$ cat config.mk
export PLATFORM = sky130hd
export DESIGN_NAME = median_sigma_detector_unit
export DESIGN_NICKNAME = d
export VERILOG_FILES = /design/src/design/msd_pkg.sv /design/src/design/msd_ctrl.sv /design/src/design/msd_datapath.sv /design/src/design/median_sigma_detector_unit.sv
export SDC_FILE = /design/constraint.sdc
export NUM_CORES = 2
export LEC_CHECK = 0
export ABC_AREA = 1
export BUFFER_PORTS_ARGS = -buffer_cell sky130_fd_sc_hd__buf_2
export CAP_MARGIN = 20
export CORE_UTILIZATION = 65
export CTS_CLUSTER_DIAMETER = 200
export DETAILED_ROUTE_END_ITERATION = 7
export PLACE_DENSITY = 0.88
export SLEW_MARGIN = 10
export SYNTH_ARGS = -nofsm -noshare
export SYNTH_HDL_FRONTEND = slang
export SYNTH_SLANG_ARGS = --single-unit
$ cat constraint.sdc
create_clock -name clk -period 20.4 [get_ports clk]
set_input_delay 6.12 -clock clk [delete_from_list [all_inputs] [get_ports clk]]
set_output_delay 6.12 -clock clk [all_outputs]
set_load 0.1 [all_outputs]
$ cat src/design/msd_pkg.sv
// ----------------------------------------------------------------------------
// msd_pkg
// Shared types and constants of the median-of-five sigma detector.
// ----------------------------------------------------------------------------
package msd_pkg;

	localparam int MaxRowSamples = 65536;
	localparam int SampleBits    = 24;
	localparam int RmsBits       = 23;
	localparam int ThrBits       = 16;
	localparam int StartDmBits   = 24;
	localparam int DmStepBits    = 16;
	localparam int IdxBits       = 16;
	localparam int DmBits        = 32;
	localparam int CfgIdxBits    = 2;
	localparam int CfgDataBits   = 24;

	localparam logic [CfgIdxBits-1:0] REG_THRESHOLD = 2'd0;
	localparam logic [CfgIdxBits-1:0] REG_START_DM  = 2'd1;
	localparam logic [CfgIdxBits-1:0] REG_DM_STEP   = 2'd2;
	localparam logic [CfgIdxBits-1:0] REG_SNR_MODE  = 2'd3;

	localparam logic [ThrBits-1:0]     THRESHOLD_RESET = 16'd1280;
	localparam logic [StartDmBits-1:0] START_DM_RESET  = 24'd0;
	localparam logic [DmStepBits-1:0]  DM_STEP_RESET   = 16'd256;
	localparam logic [DmBits-1:0]      DM_MIN          = 32'd256;

	// Controller states.
	typedef enum logic [1:0] {
		ST_IDLE,
		ST_DIVIDE,
		ST_OUTPUT
	} msd_state_t;

	// Commands from the controller to the datapath.
	typedef struct packed {
		logic take;      // accept an input transaction
		logic div_start; // load the divider
		logic div_step;  // one quotient bit
		logic out_load;  // move the result to the output register
	} msd_cmd_t;

	// Status from the datapath to the controller.
	typedef struct packed {
		logic hit;       // the accepted sample produced a detection
		logic div_done;  // last quotient bit taken
	} msd_status_t;

endpackage

$ cat src/design/msd_ctrl.sv
// ----------------------------------------------------------------------------
// msd_ctrl
// Controller: accepts samples and sequences the significance divider.
// ----------------------------------------------------------------------------
module msd_ctrl (
	input  logic                 clk,
	input  logic                 arst_n,
	input  logic                 in_valid,
	output logic                 in_ready,
	input  logic                 out_busy,
	input  msd_pkg::msd_status_t status,
	output msd_pkg::msd_cmd_t    cmd
);
	import msd_pkg::*;

	msd_state_t state_q, state_d;

	// State register.
	always_ff @(posedge clk or negedge arst_n) begin
		if (!arst_n) begin
			state_q <= ST_IDLE;
		end else begin
			state_q <= state_d;
		end
	end

	// Next state.
	always_comb begin
		state_d = state_q;
		unique case (state_q)
			ST_IDLE: begin
				if (in_valid && status.hit) state_d = ST_DIVIDE;
			end
			ST_DIVIDE: begin
				if (status.div_done) state_d = ST_OUTPUT;
			end
			ST_OUTPUT: begin
				if (!out_busy) state_d = ST_IDLE;
			end
			default: state_d = ST_IDLE;
		endcase
	end

	// Outputs.
	always_comb begin
		cmd = '0;
		in_ready = 1'b0;
		unique case (state_q)
			ST_IDLE: begin
				in_ready = 1'b1;
				cmd.take = in_valid;
				cmd.div_start = in_valid && status.hit;
			end
			ST_DIVIDE: cmd.div_step = 1'b1;
			ST_OUTPUT: cmd.out_load = !out_busy;
			default: ;
		endcase
	end
endmodule

$ cat src/design/msd_datapath.sv
// ----------------------------------------------------------------------------
// msd_datapath
// Window, median, threshold test, row counters, divider and output register.
// ----------------------------------------------------------------------------
module msd_datapath #(
	parameter int MAX_ROW_SAMPLES = msd_pkg::MaxRowSamples,
	parameter int SAMPLE_BITS     = msd_pkg::SampleBits
) (
	input  logic                               clk,
	input  logic                               arst_n,
	input  msd_pkg::msd_cmd_t                  cmd,
	output msd_pkg::msd_status_t               status,
	input  logic signed [SAMPLE_BITS-1:0]      sample,
	input  logic signed [SAMPLE_BITS-1:0]      noise_mean,
	input  logic [msd_pkg::RmsBits-1:0]        noise_rms,
	input  logic                               first_row,
	input  logic                               row_end,
	input  logic [msd_pkg::ThrBits-1:0]        threshold,
	input  logic [msd_pkg::StartDmBits-1:0]    start_dm,
	input  logic [msd_pkg::DmStepBits-1:0]     dm_step,
	input  logic                               snr_mode,
	input  logic                               out_taken,
	output logic                               out_valid,
	output logic [msd_pkg::IdxBits-1:0]        sample_index,
	output logic [msd_pkg::IdxBits-1:0]        row_index,
	output logic [msd_pkg::DmBits-1:0]         dm_value,
	output logic signed [SAMPLE_BITS-1:0]      median_value,
	output logic signed [SAMPLE_BITS-1:0]      significance
);
	import msd_pkg::*;

	localparam int PosBits = $clog2(MAX_ROW_SAMPLES + 1);
	localparam int NumBits = SAMPLE_BITS + 10;           // (diff or median) * 256
	localparam int QBits   = NumBits;
	localparam int CntBits = $clog2(QBits + 1);
	localparam int DBits   = RmsBits + 1;
	localparam logic signed [SAMPLE_BITS-1:0] SatHi = {1'b0, {(SAMPLE_BITS-1){1'b1}}};
	localparam logic signed [SAMPLE_BITS-1:0] SatLo = {1'b1, {(SAMPLE_BITS-1){1'b0}}};

	logic signed [SAMPLE_BITS-1:0] win_s_q [4];
	logic signed [SAMPLE_BITS-1:0] win_m_q [4];
	logic [RmsBits-1:0]            win_r_q [4];
	logic [2:0]                    fill_q;
	logic [PosBits-1:0]            pos_q;
	logic [IdxBits-1:0]            row_q;
	logic [DmBits-1:0]             dm_q;

	// Effective state after a block start.
	logic [2:0]         fill_e;
	logic [PosBits-1:0] pos_e;
	logic [IdxBits-1:0] row_e;
	logic [DmBits-1:0]  dm_e;
	logic               active, full;

	assign fill_e = first_row ? 3'd0 : fill_q;
	assign pos_e  = first_row ? '0 : pos_q;
	assign row_e  = first_row ? '0 : row_q;
	assign dm_e   = first_row ? DmBits'(start_dm) : dm_q;
	assign active = pos_e < PosBits'(MAX_ROW_SAMPLES);
	assign full   = fill_e == 3'd4;

	// Median of five by counting, for each element, how many fall below it.
	logic signed [SAMPLE_BITS-1:0] w [5];
	logic signed [SAMPLE_BITS-1:0] med;
	always_comb begin
		logic [2:0] lt, eq;
		for (int i = 0; i < 4; i++) w[i] = first_row ? '0 : win_s_q[i];
		w[4] = sample;
		med = w[0];
		for (int i = 0; i < 5; i++) begin
			lt = '0;
			eq = '0;
			for (int j = 0; j < 5; j++) begin
				if (w[j] < w[i]) lt = lt + 3'd1;
				else if (w[j] == w[i]) eq = eq + 3'd1;
			end
			if (lt <= 3'd2 && (lt + eq) > 3'd2) med = w[i];
		end
	end

	// Threshold test: (median - mean) * 256 >= rms * threshold.
	logic signed [SAMPLE_BITS:0]   diff;
	logic signed [SAMPLE_BITS+8:0] lhs;
	logic [RmsBits+ThrBits-1:0]    rhs;
	logic                          pass;
	assign diff = (SAMPLE_BITS+1)'(med) - (SAMPLE_BITS+1)'(win_m_q[0]);
	assign lhs  = {diff, 8'd0};
	assign rhs  = (RmsBits+ThrBits)'(win_r_q[0]) * (RmsBits+ThrBits)'(threshold);
	assign pass = lhs >= $signed({1'b0, rhs});
	assign status.hit = active && full && pass && (dm_e > DM_MIN);

	// Window, position, row and DM registers.
	always_ff @(posedge clk or negedge arst_n) begin
		if (!arst_n) begin
			fill_q <= '0;
			pos_q  <= '0;
			row_q  <= '0;
			dm_q   <= DmBits'(START_DM_RESET);
			for (int i = 0; i < 4; i++) begin
				win_s_q[i] <= '0;
				win_m_q[i] <= '0;
				win_r_q[i] <= '0;
			end
		end else if (cmd.take) begin
			if (active) begin
				if (!full) begin
					win_s_q[fill_e[1:0]] <= sample;
					win_m_q[fill_e[1:0]] <= noise_mean;
					win_r_q[fill_e[1:0]] <= noise_rms;
					fill_q <= fill_e + 3'd1;
				end else begin
					for (int i = 0; i < 3; i++) begin
						win_s_q[i] <= win_s_q[i+1];
						win_m_q[i] <= win_m_q[i+1];
						win_r_q[i] <= win_r_q[i+1];
					end
					win_s_q[3] <= sample;
					win_m_q[3] <= noise_mean;
					win_r_q[3] <= noise_rms;
					fill_q <= fill_e;
				end
				pos_q <= pos_e + PosBits'(1);
			end else begin
				fill_q <= fill_e;
				pos_q  <= pos_e;
			end
			row_q <= row_e;
			dm_q  <= dm_e;
			if (row_end) begin
				fill_q <= '0;
				pos_q  <= '0;
				row_q  <= row_e + IdxBits'(1);
				dm_q   <= ({1'b0, dm_e} + (DmBits+1)'(dm_step)) > (DmBits+1)'({DmBits{1'b1}})
					? {DmBits{1'b1}} : DmBits'(dm_e + DmBits'(dm_step));
			end
		end
	end

	// Restoring divider on magnitudes, one quotient bit per cycle.
	logic [DBits-1:0]        rem_q;
	logic [QBits-1:0]        quo_q;
	logic [DBits-1:0]        den_q;
	logic [CntBits-1:0]      cnt_q;
	logic                    neg_q, zero_q, numz_q;
	logic [IdxBits-1:0]      idx_q, rowh_q;
	logic [DmBits-1:0]       dmh_q;
	logic signed [SAMPLE_BITS-1:0] med_q;
	logic signed [NumBits-1:0] num;
	logic [QBits-1:0]        mag;
	logic [DBits:0]          trial;
	logic [DBits:0]          part;

	assign num = snr_mode ? NumBits'(lhs) : NumBits'($signed({med, 8'd0}));
	assign mag = num[NumBits-1] ? QBits'(-num) : QBits'(num);
	assign part  = {rem_q, quo_q[QBits-1]};
	assign trial = part - {1'b0, den_q};
	assign status.div_done = cnt_q == CntBits'(1);

	always_ff @(posedge clk) begin
		if (cmd.div_start) begin
			rem_q  <= '0;
			quo_q  <= mag;
			den_q  <= DBits'(win_r_q[0]);
			cnt_q  <= CntBits'(QBits);
			neg_q  <= num[NumBits-1];
			zero_q <= win_r_q[0] == '0;
			numz_q <= mag == '0;
			idx_q  <= IdxBits'(pos_e - PosBits'(4));
			rowh_q <= row_e;
			dmh_q  <= dm_e;
			med_q  <= med;
		end else if (cmd.div_step) begin
			if (!trial[DBits]) begin
				rem_q <= trial[DBits-1:0];
				quo_q <= {quo_q[QBits-2:0], 1'b1};
			end else begin
				rem_q <= part[DBits-1:0];
				quo_q <= {quo_q[QBits-2:0], 1'b0};
			end
			cnt_q <= cnt_q - CntBits'(1);
		end
	end

	// Saturated signed quotient; a zero rms saturates by the numerator's sign, or gives zero for a zero numerator.
	logic signed [SAMPLE_BITS-1:0] sig;
	always_comb begin
		if (zero_q) begin
			sig = numz_q ? '0 : (neg_q ? SatLo : SatHi);
		end else if (quo_q > QBits'(SatHi)) begin
			sig = neg_q ? SatLo : SatHi;
		end else begin
			sig = neg_q ? SAMPLE_BITS'(-quo_q) : SAMPLE_BITS'(quo_q);
		end
	end

	// Output register.
	always_ff @(posedge clk or negedge arst_n) begin
		if (!arst_n) begin
			out_valid <= 1'b0;
		end else if (cmd.out_load) begin
			out_valid <= 1'b1;
		end else if (out_taken) begin
			out_valid <= 1'b0;
		end
	end

	always_ff @(posedge clk) begin
		if (cmd.out_load) begin
			sample_index <= idx_q;
			row_index    <= rowh_q;
			dm_value     <= dmh_q;
			median_value <= med_q;
			significance <= sig;
		end
	end
endmodule

$ cat src/design/median_sigma_detector_unit.sv
// ----------------------------------------------------------------------------
// median_sigma_detector_unit
// Median-of-five threshold detector over dedispersed sample rows.
// ----------------------------------------------------------------------------
// Samples enter on the s_axis channel with their chunk noise mean and rms;
// first_row and row_end travel in s_axis_tuser. Detections leave on m_axis.
// Registers are to be written on the cfg channel (index, data) only while idle;
// the block itself does not enforce this. A sample that causes no detection
// does not hold the input. A detection holds the input for the significance
// divider: one quotient bit per cycle over SAMPLE_BITS+10 bits, then the
// result moves into the output register. While the receiver stalls with a
// result held, samples still flow; a second detection waits in the controller
// until the output register frees. Reset restores register defaults, clears
// the window and counters, and leaves the output empty.
// ----------------------------------------------------------------------------
module median_sigma_detector_unit #(
	parameter int MAX_ROW_SAMPLES = msd_pkg::MaxRowSamples,
	parameter int SAMPLE_BITS     = msd_pkg::SampleBits
) (
	input  logic clk,
	input  logic arst_n,
	input  logic s_axis_tvalid,
	output logic s_axis_tready,
	// sample, noise_mean, noise_rms, zero fill
	input  logic [((2*SAMPLE_BITS+msd_pkg::RmsBits+7)/8)*8-1:0] s_axis_tdata,
	// first_row, row_end
	input  logic [1:0] s_axis_tuser,
	output logic m_axis_tvalid,
	input  logic m_axis_tready,
	// sample_index, row_index, dm_value, median_value, significance, zero fill
	output logic [((64+2*SAMPLE_BITS+7)/8)*8-1:0] m_axis_tdata,
	input  logic cfg_valid,
	output logic cfg_ready,
	input  logic [msd_pkg::CfgIdxBits-1:0] cfg_index,
	input  logic [msd_pkg::CfgDataBits-1:0] cfg_data
);
	import msd_pkg::*;

	localparam int OutW = ((64+2*SAMPLE_BITS+7)/8)*8;

	logic [ThrBits-1:0]     thr_q;
	logic [StartDmBits-1:0] sdm_q;
	logic [DmStepBits-1:0]  step_q;
	logic                   mode_q;

	// Configuration registers.
	assign cfg_ready = 1'b1;
	always_ff @(posedge clk or negedge arst_n) begin
		if (!arst_n) begin
			thr_q  <= THRESHOLD_RESET;
			sdm_q  <= START_DM_RESET;
			step_q <= DM_STEP_RESET;
			mode_q <= 1'b1;
		end else if (cfg_valid) begin
			unique case (cfg_index)
				REG_THRESHOLD: thr_q  <= cfg_data[ThrBits-1:0];
				REG_START_DM:  sdm_q  <= cfg_data[StartDmBits-1:0];
				REG_DM_STEP:   step_q <= cfg_data[DmStepBits-1:0];
				REG_SNR_MODE:  mode_q <= cfg_data[0];
				default: ;
			endcase
		end
	end

	msd_cmd_t    cmd;
	msd_status_t status;
	logic [IdxBits-1:0] o_idx, o_row;
	logic [DmBits-1:0]  o_dm;
	logic signed [SAMPLE_BITS-1:0] o_med, o_sig;
	logic out_busy;

	assign out_busy = m_axis_tvalid && !m_axis_tready;

	msd_ctrl u_ctrl (
		.clk      (clk),
		.arst_n   (arst_n),
		.in_valid (s_axis_tvalid),
		.in_ready (s_axis_tready),
		.out_busy (out_busy),
		.status   (status),
		.cmd      (cmd)
	);

	msd_datapath #(
		.MAX_ROW_SAMPLES (MAX_ROW_SAMPLES),
		.SAMPLE_BITS     (SAMPLE_BITS)
	) u_dp (
		.clk          (clk),
		.arst_n       (arst_n),
		.cmd          (cmd),
		.status       (status),
		.sample       (s_axis_tdata[SAMPLE_BITS-1:0]),
		.noise_mean   (s_axis_tdata[2*SAMPLE_BITS-1:SAMPLE_BITS]),
		.noise_rms    (s_axis_tdata[2*SAMPLE_BITS+RmsBits-1:2*SAMPLE_BITS]),
		.first_row    (s_axis_tuser[0]),
		.row_end      (s_axis_tuser[1]),
		.threshold    (thr_q),
		.start_dm     (sdm_q),
		.dm_step      (step_q),
		.snr_mode     (mode_q),
		.out_taken    (m_axis_tready),
		.out_valid    (m_axis_tvalid),
		.sample_index (o_idx),
		.row_index    (o_row),
		.dm_value     (o_dm),
		.median_value (o_med),
		.significance (o_sig)
	);

	assign m_axis_tdata = OutW'({o_sig, o_med, o_dm, o_row, o_idx});
endmodule

* Word-level counts from Yosys, hierarchy flattened *
Cells that the tools add are included.
Widths: inputs -> output; s select.

word-level totals
  word-level logic and storage cells = 279
  flip-flop bits (word level) = 702
  input port bits = 105
  output and inout bits = 115

operators by class
  magnitude comparators = 35
  mux-type cells = 107
  bitwise operators = 1
  reduce and logical (&&, ||, !) cells = 24
  equal/unequal tests = 26
  add/sub/neg operators = 47
  $mul = 1

operator list
  operator              number
  $lt 24x24->1          20
  $eq 24x24->1          16
  $mux 24               15
  $bwmux 96             2
  $mux 96               2
  $mux 3                52
  $mux 34               4
  $mux 32               3
  $bwmux 92             1
  $mux 92               1
  $add 3x1->3 const B   29
  $mux 17               3
  $demux 24 s2          1
  $demux 23 s2          1
  $ge 33x40->1          1
  $mul 23x16->39        1
  $gt 34x23->1 const B  1
  $logic_not 34->1      1
  $neg 34->34           1
  $add 32x16->33        1
  $gt 33x32->1 const B  1
  $add 32x16->32        1
  $gt 32x9->1 const B   1
  $mux 16               2
  32 further kinds      80

* Logic depth before layout (Yosys ltp) *
  depth in word-level cells = 29
  mapped depth = 75
  gate-level depth less buffers = 69

* Modules after synthesis *
Synthesis repeated with hierarchy kept, for this count alone.

second synthesis, totals
  cell total of the unflattened synthesis = 6,991
  area total of the unflattened synthesis = 55,921.1 µm²

by module, submodules not included
  module                      sequential area each (µm²)  cells an instance  times used  area an instance (µm²)
  msd_datapath                17,241.5                    6,711              1           53,339.9
  median_sigma_detector_unit  1,431.4                     259                1           2,446.1
  msd_ctrl                    50.0                        21                 1           135.1

* Least setup slack after synthesis *
No wires, ideal clock.

  kind = input to register
  start = in s_axis_tuser[0]
  end = reg u_dp.quo_q[9], data pin
  stages on the path = 63
  buffers on the path = 11
  data arrival time = 17,732 ps
  setup slack = 2,342 ps
  setup time = 326 ps
  data required time = 20,074 ps
  cell sequence = buf_6 clkbuf_1 buf_2 buf_2 buf_2 buf_2 buf_1 clkbuf_1 buf_1 nor2_1 ha_1 nand3_1 nor3_1 nand4_1 o2111a_1 nand2_1 xnor2_1 inv_1 [27 not listed] inv_1 a21oi_1 o21ai_0 xor2_1 inv_1 ha_1 nand2_1 nor3_1 nand2_1 inv_1 o21ai_0 o211ai_1 nand3_1 nor3_1 nand4_1 buf_2 inv_2 o21ai_0

on the way
  longest elaborated chain between the ends = 29
  elaborated cells on any way between the ends = 164
  those cells by class = 38 x add/sub; 30 x order compare; 17 x eq/ne; 71 x mux; 8 x reduce/logical

ends and longest elaborated chain
  what                                                   line                              text
  start: declaration                                     median_sigma_detector_unit.sv:27  input logic [1:0] s_axis_tuser,
  branches (longest 21 deep; another with $lt 24x24->1)  --
  $mux 24 (*)                                            msd_datapath.sv:77                if (lt <= 3'd2 && (lt + eq) > 3'd2) med = w[i];
  net u_dp.med[1]                                        msd_datapath.sv:64                logic signed [SAMPLE_BITS-1:0] med;
  $sub 24x24->25                                         msd_datapath.sv:86                assign diff = (SAMPLE_BITS+1)'(med) - (SAMPLE_BITS+1)'(win_m_q[0]);
  $ge 33x40->1                                           msd_datapath.sv:89                assign pass = lhs >= $signed({1'b0, rhs});
  $logic_and 1x1->1 (2 in series)                        msd_datapath.sv:90                assign status.hit = active && full && pass && (dm_e > DM_MIN);
  $logic_and 1x1->1                                      msd_ctrl.sv:52                    cmd.div_start = in_valid && status.hit;
  $mux 2                                                 msd_ctrl.sv:48                    unique case (state_q)
  $mux 34 (*)                                            msd_datapath.sv:160               if (cmd.div_start) begin
  end signal: assignment                                 msd_datapath.sv:162               quo_q <= mag;
  end signal: assignment                                 msd_datapath.sv:175               quo_q <= {quo_q[QBits-2:0], 1'b1};
  end signal: assignment                                 msd_datapath.sv:178               quo_q <= {quo_q[QBits-2:0], 1'b0};
  end: declaration                                       msd_datapath.sv:141               logic [QBits-1:0] quo_q;

Mark *: on every way through the listed nets, which the timed path passes.
A chain may end at the register's enable or synchronous reset.

* Worst setup path after layout *
  start = in s_axis_tuser[0]
  end = reg u_dp.med_q[22], enable pin

on the way
  longest elaborated chain between the ends = 28
  elaborated cells on any way between the ends = 160
  those cells by class = 37 x add/sub; 30 x order compare; 17 x eq/ne; 68 x mux; 8 x reduce/logical

ends and longest elaborated chain
  what                                                   line                 text
  branches (longest 25 deep; another with $lt 24x24->1)  --
  $logic_and 1x1->1 (*)                                  msd_datapath.sv:90
  $logic_and 1x1->1 (*)                                  msd_ctrl.sv:52
  $mux 2 (*)                                             msd_ctrl.sv:48
  end signal: assignment                                 msd_datapath.sv:171  med_q <= med;
  end: declaration                                       msd_datapath.sv:147  logic signed [SAMPLE_BITS-1:0] med_q;

Mark *: on every way between the ends.

==> impl_results.html <==
<table>
<tr><th>Metric</th><th>Value</th></tr>
<tr><th colspan="2">Run status</th></tr>
<tr><td>Run status</td><td>completed</td></tr>
<tr><th colspan="2">Synth</th></tr>
<tr><td>Seq cells post-synth</td><td>702</td></tr>
<tr><td>Most frequently used cell type in the post-synthesis netlist</td><td>nand2_1</td></tr>
<tr><td>Number of instances in the synthesized netlist</td><td>6894</td></tr>
<tr><td>Main area contributors after synthesis</td><td>dfrtp_1, edfxtp_1, fa_1</td></tr>
<tr><td>Top cell type's share of synthesized area</td><td>0.1831</td></tr>
<tr><td>Main synth FF type</td><td>dfrtp_1</td></tr>
<tr><td>Share of synthesized flip-flops with an asynchronous set or reset</td><td>0.5869</td></tr>
<tr><td>Total standard cell area after synthesis</td><td>0.05576 mm²</td></tr>
<tr><td>Most area-hungry cell type in the Yosys netlist</td><td>dfrtp_1</td></tr>
<tr><td>Top cells by instance count after synthesis</td><td>nand2_1, inv_1, o21ai_0</td></tr>
<tr><td>Yosys warning count</td><td>0</td></tr>
<tr><td>Post-synth EDFFs</td><td>260</td></tr>
<tr><td>Avg Cell Area, Syn</td><td>8.088 µm²</td></tr>
<tr><td>Net count after synthesis</td><td>7770</td></tr>
<tr><td>Count of distinct cell types in the synthesized netlist</td><td>72</td></tr>
<tr><td>Register area share after synthesis</td><td>0.3358</td></tr>
<tr><th colspan="2">Clock tree</th></tr>
<tr><td>Number of buffers on the longest clock path</td><td>3</td></tr>
<tr><td>Root Buffer</td><td>clkbuf_16</td></tr>
<tr><td>Post-CTS Setup Bufs</td><td>0</td></tr>
<tr><td>Clock latency of the later-clocked register in the worst-skew pair</td><td>0.66 ns</td></tr>
<tr><td>Total of cells resized after clock tree synthesis</td><td>0</td></tr>
<tr><td>Clock-pin slew of the registers on the worst-case setup and hold paths</td><td>0.07 ns</td></tr>
<tr><td>Max H-tree Level</td><td>3</td></tr>
<tr><td>Clk sink count</td><td>702</td></tr>
<tr><td>TritonCTS clock tree</td><td>done</td></tr>
<tr><td>Quantity of hold-fixing buffers added after cts</td><td>0</td></tr>
<tr><td>Clock buffer count from CTS</td><td>77</td></tr>
<tr><th colspan="2">Layout</th></tr>
<tr><td>Share of post-route cells with drive strength above 1</td><td>0.08397</td></tr>
<tr><td>Area growth from synthesis to layout</td><td>7.973%</td></tr>
<tr><td>Final Net Count</td><td>7827</td></tr>
<tr><td>Fill cell count</td><td>6307</td></tr>
<tr><td>Post-layout utilization of the core</td><td>0.7081</td></tr>
<tr><td>Post-route design area</td><td>0.06020 mm²</td></tr>
<tr><th colspan="2">Route</th></tr>
<tr><td>Number of remaining DRC errors</td><td>0</td></tr>
<tr><td>Average detailed-routed wire length per instance</td><td>19.60 µm</td></tr>
<tr><td>First-pass iteration count of the detailed router</td><td>6</td></tr>
<tr><td>Detailed-route via count</td><td>48710</td></tr>
<tr><td>DRT antenna net count</td><td>0</td></tr>
<tr><td>Total routed wirelength</td><td>160.1 mm</td></tr>
<tr><td>Per-cell via count in the routed design</td><td>5.964</td></tr>
<tr><td>Iteration-0 DRC Markers</td><td>5596</td></tr>
<tr><th colspan="2">Global routing</th></tr>
<tr><td>Largest net degree at the start of global routing</td><td>271</td></tr>
<tr><td>Antenna violations before repair</td><td>10</td></tr>
<tr><td>Total routing resource utilization after global routing</td><td>0.3683</td></tr>
<tr><td>GRT Residual Overflow</td><td>0</td></tr>
<tr><td>First-pass GRT wire length</td><td>250.2 mm</td></tr>
<tr><td>Via count of the first global-routing pass</td><td>46860</td></tr>
<tr><th colspan="2">Worst hold path</th></tr>
<tr><td>Hold Crit Class</td><td>register to register</td></tr>
<tr><th colspan="2">Critical path</th></tr>
<tr><td>CP Data Arrival Time</td><td>18.67 ns</td></tr>
<tr><td>CP Capture Type</td><td>register</td></tr>
<tr><td>Delay contributed by the slowest stage of the critical path</td><td>0.61 ns</td></tr>
<tr><td>Cell with the biggest individual delay on the critical path</td><td>nor4_1</td></tr>
<tr><td>Data required, critical path</td><td>20.73 ns</td></tr>
<tr><td>Class of the most critical setup path</td><td>input pin to register</td></tr>
<tr><td>Crit-path most repeated cell</td><td>nand2_1</td></tr>
<tr><td>Category of the worst setup path launch point</td><td>input pin</td></tr>
<tr><td>Crit Path Max Fanout</td><td>101</td></tr>
<tr><th colspan="2">Timing</th></tr>
<tr><td>Max Clock Freq</td><td>54.53 MHz</td></tr>
<tr><td>Number of hold violations in the final report</td><td>0</td></tr>
<tr><td>Setup TNS</td><td>0 ns</td></tr>
<tr><td>Clock period minus worst slack</td><td>18.34 ns</td></tr>
<tr><td>Setup repair after global routing missed its margin</td><td>false</td></tr>
<tr><td>Worst setup skew after layout</td><td>0.03765 ns</td></tr>
<tr><td>Final setup fails</td><td>0</td></tr>
<tr><td>Period utilisation layout</td><td>0.8989</td></tr>
<tr><td>Worst setup slack after layout</td><td>2.062 ns</td></tr>
<tr><td>Max-slew violation count</td><td>0</td></tr>
<tr><td>Transition time at the pin with the least slew margin</td><td>1.145 ns</td></tr>
<tr><td>Max-Slew Margin vs Limit</td><td>0.2370</td></tr>
<tr><th colspan="2">Floorplanning</th></tr>
<tr><td>Count of standard-cell rows</td><td>107</td></tr>
<tr><td>Die Wd</td><td>294.9 µm</td></tr>
<tr><td>Floorplan die height</td><td>294.9 µm</td></tr>
<tr><td>Initial cell density of the core</td><td>0.6559</td></tr>
<tr><td>Top Ports</td><td>220</td></tr>
<tr><td>Core footprint</td><td>0.08501 mm²</td></tr>
<tr><td>Die ar.</td><td>0.08695 mm²</td></tr>
<tr><th colspan="2">Placed design</th></tr>
<tr><td>Worst setup slack before clock tree synthesis</td><td>1.712 ns</td></tr>
<tr><td>Area of placed instances</td><td>0.05759 mm²</td></tr>
<tr><td>Final HPWL from detailed placement</td><td>115.0 mm</td></tr>
<tr><td>Final weighted congestion in routability-driven placement</td><td>0.9955</td></tr>
<tr><td>Count of input and output buffers</td><td>217</td></tr>
<tr><th colspan="2">Run</th></tr>
<tr><td>Max-capacitance violation count</td><td>0</td></tr>
</table>
==> through the flow <==
| stage | std cells | hold slack (ns) |
|---|---|---|
| detailed placement | 8014 | 0.4045 |
| global route | 8164 | 0.4202 |
| finish | 8167 | 0.4101 |
| global placement | 8014 | 0.4024 |
| floorplan | 6894 | 0.4003 |
| CTS | 8156 | 0.4128 |
==> placed cells by master, fill, tap and decap left out, types with 28 or more instances in the layout <==
cell,count
nand2_1,1441
inv_1,1209
o21ai_0,659
ha_1,472
nor2_1,416
dfrtp_1,408
fa_1,299
a21oi_1,275
edfxtp_1,260
nand3_1,240
buf_2,215
o211ai_1,120
xor2_1,119
o22ai_1,92
clkbuf_16,81
nor3_1,62
nand4_1,54
xnor2_1,51
buf_4,51
nand2_2,40
o221ai_1,30
nor4_1,30
dfxtp_1,30
or2_2,28
==> path summary, 6_finish.rpt <==
| kind | start | to | slack [ns] | depth (start not counted) |
|---|---|---|---|---|
| max in group asynchronous | arst_n | u_dp.dm_q[29]$_DFFE_PN0P_ | 12.76 | 3 |
| worst max-delay path | s_axis_tuser[0] | u_dp.med_q[22]$_DFFE_PN_ | 2.06 | 62 |
| worst min-delay path | u_dp.med_q[1]$_DFFE_PN_ | u_dp.median_value[1]$_DFFE_PP_ | 0.41 | 0 |
| worst min register to register | u_dp.med_q[1]$_DFFE_PN_ | u_dp.median_value[1]$_DFFE_PP_ | 0.41 | 0 |
| min in group asynchronous | arst_n | u_dp.win_m_q[14]$_DFFE_PN0P_ | 5.46 | 1 |
| worst max register to register | u_dp.win_s_q[23]$_DFFE_PN0P_ | u_dp.med_q[22]$_DFFE_PN_ | 7.92 | 63 |
==> kinds of logic (layout without fill, tap and decap cells) <==
logic type,after synthesis,count (layout),synth area share
AND/OR/NAND/NOR,2393,2393,0.1820
flip-flops,702,702,0.3358
buffers and inverters,1538,1658,0.1062
AO/OA/AOI/OAI,1285,1285,0.1289
adder cells (fa/ha/maj),771,771,0.2133
XOR/XNOR,173,173,0.02758
other,1,10,0.00006726
multiplexers,31,31,0.006171
==> final cells by class <==
cell class                 count  area, µm²  area share
clock buffer                 107       2215     0.03679
inverter                    1241       4668     0.07754
antenna                        9      22.52   0.0003741
multi-input combinational   4654      31180      0.5179
clock inverter                35      347.8    0.005778
timing repair buffer         275       1615     0.02683
tap                         1144       1431     0.02378
sequential                   702      18720      0.3110
==> critical path, delay by kind of cell <==
| family | cells | cell delay (ns) |
|---|---|---|
| compound gates | 11 | 2.04 |
| xor+xnor | 1 | 0.40 |
| fa+ha+maj | 8 | 2.70 |
| buf+inv | 13 | 2.39 |
| simple gates | 29 | 4.82 |
==> sequential cells by signal, indices dropped and copies added (netlist names), 17 cells and up <==
name	cells
u_dp.med_q	24
u_dp.median_value	24
u_dp.den_q	23
u_dp.win_s_q	96
u_dp.quo_q	34
u_dp.dmh_q	32
u_dp.rem_q	24
u_dp.dm_q	32
u_dp.win_m_q	96
u_dp.significance	24
u_dp.dm_value	32
u_dp.pos_q	17
sdm_q	24
u_dp.win_r_q	92
==> metal layers <==
layer | global-route usage | up-vias | wire length [µm]
met5 | 0 | - | 13
met4 | 0.1319 | 2 | 5838
met3 | 0.08295 | 495 | 18280
met2 | 0.5761 | 2695 | 71870
met1 | 0.5033 | 23140 | 64050
li1 | - | 22380 | -
Power is left out: the tool's default activity adds up to more than one toggle a clock period on the data nets, which glitch-free logic cannot reach.
